## config.mk

```make
export PLATFORM = sky130hd
export DESIGN_NAME = zobtt_reduce
export DESIGN_NICKNAME = d
export VERILOG_FILES = /design/src/hw/rtl/zobtt_reduce.sv
export SDC_FILE = /design/constraint.sdc
export NUM_CORES = 1
export LEC_CHECK = 0
export BUFFER_PORTS_ARGS = -buffer_cell sky130_fd_sc_hd__buf_2
export CAP_MARGIN = 30
export CORE_MARGIN = 2
export CORE_UTILIZATION = 39
export DETAILED_ROUTE_END_ITERATION = 8
export MAX_ROUTING_LAYER = met4
export PLACE_DENSITY_LB_ADDON = 0.25
export SETUP_SLACK_MARGIN = 0.1
export SYNTH_ARGS = -nofsm -noshare
export SYNTH_HDL_FRONTEND = slang
export SYNTH_SLANG_ARGS = --single-unit
```

## constraint.sdc

```tcl
create_clock -name clock -period 1 [get_ports clock]
set_clock_uncertainty 0.2 [all_clocks]
set_input_delay 0.2 -clock clock [delete_from_list [all_inputs] [get_ports clock]]
set_output_delay 0.2 -clock clock [all_outputs]
set_load 0.02 [all_outputs]
```

## src/hw/rtl/zobtt_reduce.sv

```systemverilog
// Index key modulo DIVISOR: multiply by the reciprocal, multiply back,
// subtract, then one compare and subtract. Three register stages.
module zobtt_reduce #(
   parameter int DIVISOR = 4096
) (
   input  logic                        clock,
   input  logic                        reset,
   input  logic                        start,
   input  logic [31:0]                 dividend,
   output logic                        done,
   output logic [$clog2(DIVISOR)-1:0]  remainder
);

   localparam int REM_W = $clog2(DIVISOR);
   localparam logic [31:0] RECIP = 32'((64'd1 << 32) / DIVISOR);
   localparam logic [31:0] DIV32 = 32'(DIVISOR);

   logic        s1_valid_ff, s2_valid_ff, done_ff;
   logic [31:0] s1_x_ff, s2_x_ff;
   logic [63:0] s1_prod_ff;
   logic [31:0] s2_prod_ff;
   logic [REM_W-1:0] rem_ff;

   logic [63:0] prod1_in;
   logic [31:0] prod2_in;
   logic [31:0] diff;
   logic [31:0] fixed;

   // Estimate quotient (low by at most one), multiply back, correct
   always_comb begin
      prod1_in = 64'(dividend) * 64'(RECIP);
      prod2_in = s1_prod_ff[63:32] * DIV32;
      diff     = s2_x_ff - s2_prod_ff;
      fixed    = (diff >= DIV32) ? (diff - DIV32) : diff;
   end

   // Advance stage valids
   always_ff @(posedge clock) begin
      if (reset) begin
         s1_valid_ff <= 1'b0;
         s2_valid_ff <= 1'b0;
         done_ff     <= 1'b0;
      end else begin
         s1_valid_ff <= start;
         s2_valid_ff <= s1_valid_ff;
         done_ff     <= s2_valid_ff;
      end
   end

   // Stage data
   always_ff @(posedge clock) begin
      s1_x_ff    <= dividend;
      s1_prod_ff <= prod1_in;
      s2_x_ff    <= s1_x_ff;
      s2_prod_ff <= prod2_in;
      rem_ff     <= fixed[REM_W-1:0];
   end

   assign done      = done_ff;
   assign remainder = rem_ff;

endmodule

```

* Word-level counts from Yosys, hierarchy flattened
Cells that the tools add are included.
** Operators by class
- Add/sub/neg operators :: 2
- Multiplexer cells :: 1
- Magnitude comparators :: 1
** Operator list (number)
- >= comparator 32 x 13 -> 1 bit (second input constant) :: 1
- subtractor 32 bit :: 1
- 2-to-1 mux 12 bit :: 1
- subtractor 12 x 1 -> 12 bit (second input constant) :: 1
** Storage, ports and cells
- Input bits :: 35
- Flip-flop bits (word level) :: 99

* Longest topological paths before layout
- Word-level depth :: 3
- Depth in mapped cells :: 1
- Depth with buffers taken out :: 1

* Worst setup path after synthesis
OpenSTA, ideal clock, no wires.
- Path kind :: reg2out
- From :: register done_ff (netlist: done)
- To :: output port done
- Data required time :: 0.600 ns
- Arrival :: 0.395 ns
- Path buffers :: 0
- Setup slack :: 0.205 ns
- Stages on the path, launching flop included :: 1
- Cells stage by stage :: dfxtp_1
** RTL lines
- start: declaration :: line 18 : logic s1_valid_ff, s2_valid_ff, done_ff;
- start signal: assignment :: line 46 : done_ff <= s2_valid_ff;
- end: declaration :: line 10 : output logic done,
No word-level cell between the ends.

* Worst setup path in the final report
- From :: register rem_ff[6] (netlist: remainder[6])
- To :: output port remainder[6]
** RTL lines
- start: declaration :: line 22 : logic [REM_W-1:0] rem_ff;
- start signal: assignment :: line 56 : rem_ff <= fixed[REM_W-1:0];
- end: declaration :: line 11 : output logic [$clog2(DIVISOR)-1:0] remainder
No word-level cell between the ends.

==> PnR_summary.wiki <==
{| class="wikitable"
! Metric !! Value
|-
| Result of the run || finished with violations
|-
| Violated checks || negative hold slack, negative setup slack
|-
| Endpoints failing hold || 1
|-
| Overflow left after global routing || 0
|-
| Layout cells sized above 1 || 0.511
|-
| Total global-route track usage || 0.113
|-
| TritonCTS clock tree || done
|-
| Critical path data required time || 600 ps
|-
| Number of iterations in the first detailed-routing pass || 2
|-
| Synthesis-stage register bit count || 39
|-
| Via density per instance || 3.76
|-
| Yosys synthesis warning count || 0
|-
| Worst Tran Pin Value || 97.8 ps
|-
| Ys flop type || sky130_fd_sc_hd__dfxtp_1
|-
| Critical path startpoint category || flop
|-
| Critical path fanouts, max || 1
|-
| Net switching fraction of the power || 0.198
|-
| Die W || 49.3 microns
|-
| First-pass GRT wire length || 1.80 mm
|-
| Per-instance average area after synthesis || 19.0 sq um
|-
| Mapped Area || 800 sq um
|-
| Delay of the slowest cell on the worst path || 330 ps
|-
| Row count || 16
|-
| Final weighted congestion in routability-driven placement || 0.609
|-
| Period utilisation layout || 1.18
|-
| Max Slew Vio Count || 0
|-
| Main combinational cell family by area after synthesis || simple AND/OR/NAND/NOR gates
|-
| Standard cell core area || 1940 sq um
|-
| Drt drc || 0
|-
| Cell with the biggest individual delay on the critical path || sky130_fd_sc_hd__dfxtp_2
|-
| Number of diodes added for antenna fixing || 0
|-
| Max VDD drop || 1440 uV
|-
| Leading post-synthesis cells by instance count || sky130_fd_sc_hd__dfxtp_1 (39), sky130_fd_sc_hd__nor2b_1 (3)
|-
| Iteration-0 DRC Markers || 5
|-
| Multi-input logic area || 18.8 sq um
|-
| Flop pwr share || 0.661
|-
| Async set-or-reset flop fraction in the synthesized netlist || 0
|-
| Number of clock buffers inserted by TritonCTS || 5
|-
| Total via count in the routed design || 440
|-
| Gate power share || 0.064
|-
| Post-CTS Hold Fix Bufs || 13
|-
| Maximum number of pins on one net before global-route repair || 12
|-
| Static leakage power || 0.000562 uW
|-
| MaxCap Viol Count || 0
|-
| Filler cell count in the final layout || 160
|-
| Antenna violations before repair || 0
|-
| Die area || 2430 sq um
|-
| Element type at the critical path end || output port
|-
| Post-synth top area cell || sky130_fd_sc_hd__dfxtp_1
|-
| I/O pin count || 48
|-
| Post-synthesis share of cell area spent on full adders, half adders and majority gates || 0
|-
| Synthesized Nets || 77
|-
| I/O Buffers || 27
|-
| Clock Path Buffers || 2
|-
| Post-Synth Simple-Gate Area || 0.0235
|-
| Internal portion of total power || 2020 uW
|-
| Fmax || 851 MHz
|-
| Worst slew margin relative to its limit || 0.935
|-
| Routed len/inst || 8.62 microns
|-
| Post-synth EDFFs || 0
|-
| Starting density of the core || 0.412
|-
| Unrepaired setup endpoints after global routing || yes
|-
| Final core utilization || 0.643
|-
| Post-Syn Instances || 42
|-
| Power per cell area || 2010 nW/um^2
|-
| Area growth, synth to finish || 56.2%
|-
| Number of failing setup endpoints in the final timing report || 13
|-
| Multiplexer share of the synthesized area || 0
|-
| Worst min path class || primary input to flop
|-
| Compound-cell area share of the yosys netlist || 0
|-
| Buffer count from post-CTS setup fixing || 0
|-
| Power share of the clock group || 0.276
|-
| Number of routed nets with antenna violations || 0
|-
| Clk sinks || 39
|-
| Worst hold slack across all endpoints || -101 ps
|-
| Clock Pin Slew Worst Setup and Hold Paths || 100 ps
|-
| Dominant delay contributor by cell family on the critical path || flip-flops
|-
| Via count of the first global-routing pass || 475
|-
| Proportion of synthesized chip area in sequential cells || 0.977
|-
| Total wire length after detailed routing || 1.01 mm
|-
| Worst-Skew Late Latency || 320 ps
|-
| Distinct cell type count of the synthesized netlist || 2
|-
| H-tree level count || 2
|-
| Critical setup path kind || flop to output port
|-
| Area taken by flip-flops and latches || 797 sq um
|-
| Arrival time at the worst endpoint || 780 ps
|-
| NumNets Final || 124
|-
| Final WS setup || -175 ps
|-
| Post-synthesis xor/xnor area fraction || 0
|-
| Library cell with the highest instance count after synthesis || sky130_fd_sc_hd__dfxtp_1
|-
| Total net switching power || 498 uW
|-
| Die Y-Extent || 49.3 microns
|-
| CP bufs+invs || 1
|-
| Ranking of synthesized cells by area || sky130_fd_sc_hd__dfxtp_1 (98%), sky130_fd_sc_hd__nor2b_1 (2.3%)
|-
| Fin crit period || 1180 ps
|-
| Cell at the root of the clock tree || sky130_fd_sc_hd__clkbuf_4
|-
| Share of the synthesized area in the top cell type || 0.977
|-
| Cells along the critical path || buf_6
|}
cells in the final DEF (no fill, tap or decap):
cell	n
sky130_fd_sc_hd__dlymetal6s4s_1	1
sky130_fd_sc_hd__dfxtp_1	26
sky130_fd_sc_hd__buf_2	14
sky130_fd_sc_hd__clkbuf_4	5
sky130_fd_sc_hd__dlygate4sd3_1	12
sky130_fd_sc_hd__buf_6	13
sky130_fd_sc_hd__dfxtp_2	13
sky130_fd_sc_hd__clkinv_2	1
sky130_fd_sc_hd__clkbuf_1	2
sky130_fd_sc_hd__nor2b_1	3
metrics by stage:
stage	total power, uW	instances	TNS (ps)	worst slack (ps)	area [sq um]
after CTS	2560	117	-2470	-196	1250
after detailed placement	1780	96	0	152	968
after global routing	2650	117	-2750	-222	1250
final	2510	117	-2210	-175	1250
after floorplan	1720	42	0	205	800
after global placement	1770	96	0	153	968
repair_timing:
action / in CTS / in global routing
gates resized for setup: 39 / 1
endpoints found under the hold margin: 15 / 1
setup endpoints to repair: 13 / 15
state kept, by name, indices dropped and copies added, names as in the netlist:
| register | cells |
|---|---|
| s2_x_ff | 12 |
| s2_valid_ff | 1 |
| s1_prod_ff | 12 |
| remainder | 12 |
| done | 1 |
| s1_valid_ff | 1 |
layout make-up:
cell class | instances | area share
flip-flops and latches | 39 | 0.638
clock buffers | 7 | 0.0361
clock inverters | 1 | 0.00401
repair buffers | 40 | 0.280
well taps | 27 | 0.0271
multi-input cells | 3 | 0.0150
power groups by stage:
stage                     Combinational, uW  Clock [uW]  Sequential, uW
after floorplan                        3.19           0            1720
after global placement                 89.4           0            1680
after detailed placement               90.4           0            1690
after CTS                               160         736            1660
after global routing                    170         807            1670
final                                   160         693            1660
logic make-up (layout without fill, tap and decap cells):
kind of cell | Yosys count | in the layout
flip-flops | 39 | 39
AND/OR/NAND/NOR | 3 | 3
buffers and inverters | 0 | 48
routing by layer:
metal  vias to the layer above  part of all wire  wire length, microns  GRT usage
li1                        223                 -                     -          -
met4                         0             0.015                    15     0.0714
met5                         -                 0                     0          -
met1                       196              0.33                   328     0.0795
met2                        19              0.57                   575      0.194
met3                         2             0.087                    88     0.0828
path summary, 6_finish.rpt:
kind,slack [ps],startpoint,cells after the start,end
setup / recovery,-180,remainder[6]$_DFF_P_,1,remainder[6]
hold / removal,-100,start,2,s1_valid_ff$_SDFF_PP0_
hold reg to reg,120,s2_x_ff[4]$_DFF_P_,0,remainder[4]$_DFF_P_
setup reg to reg,280,s1_valid_ff$_SDFF_PP0_,1,s2_valid_ff$_SDFF_PP0_
(Power assumes the default switching activity.)
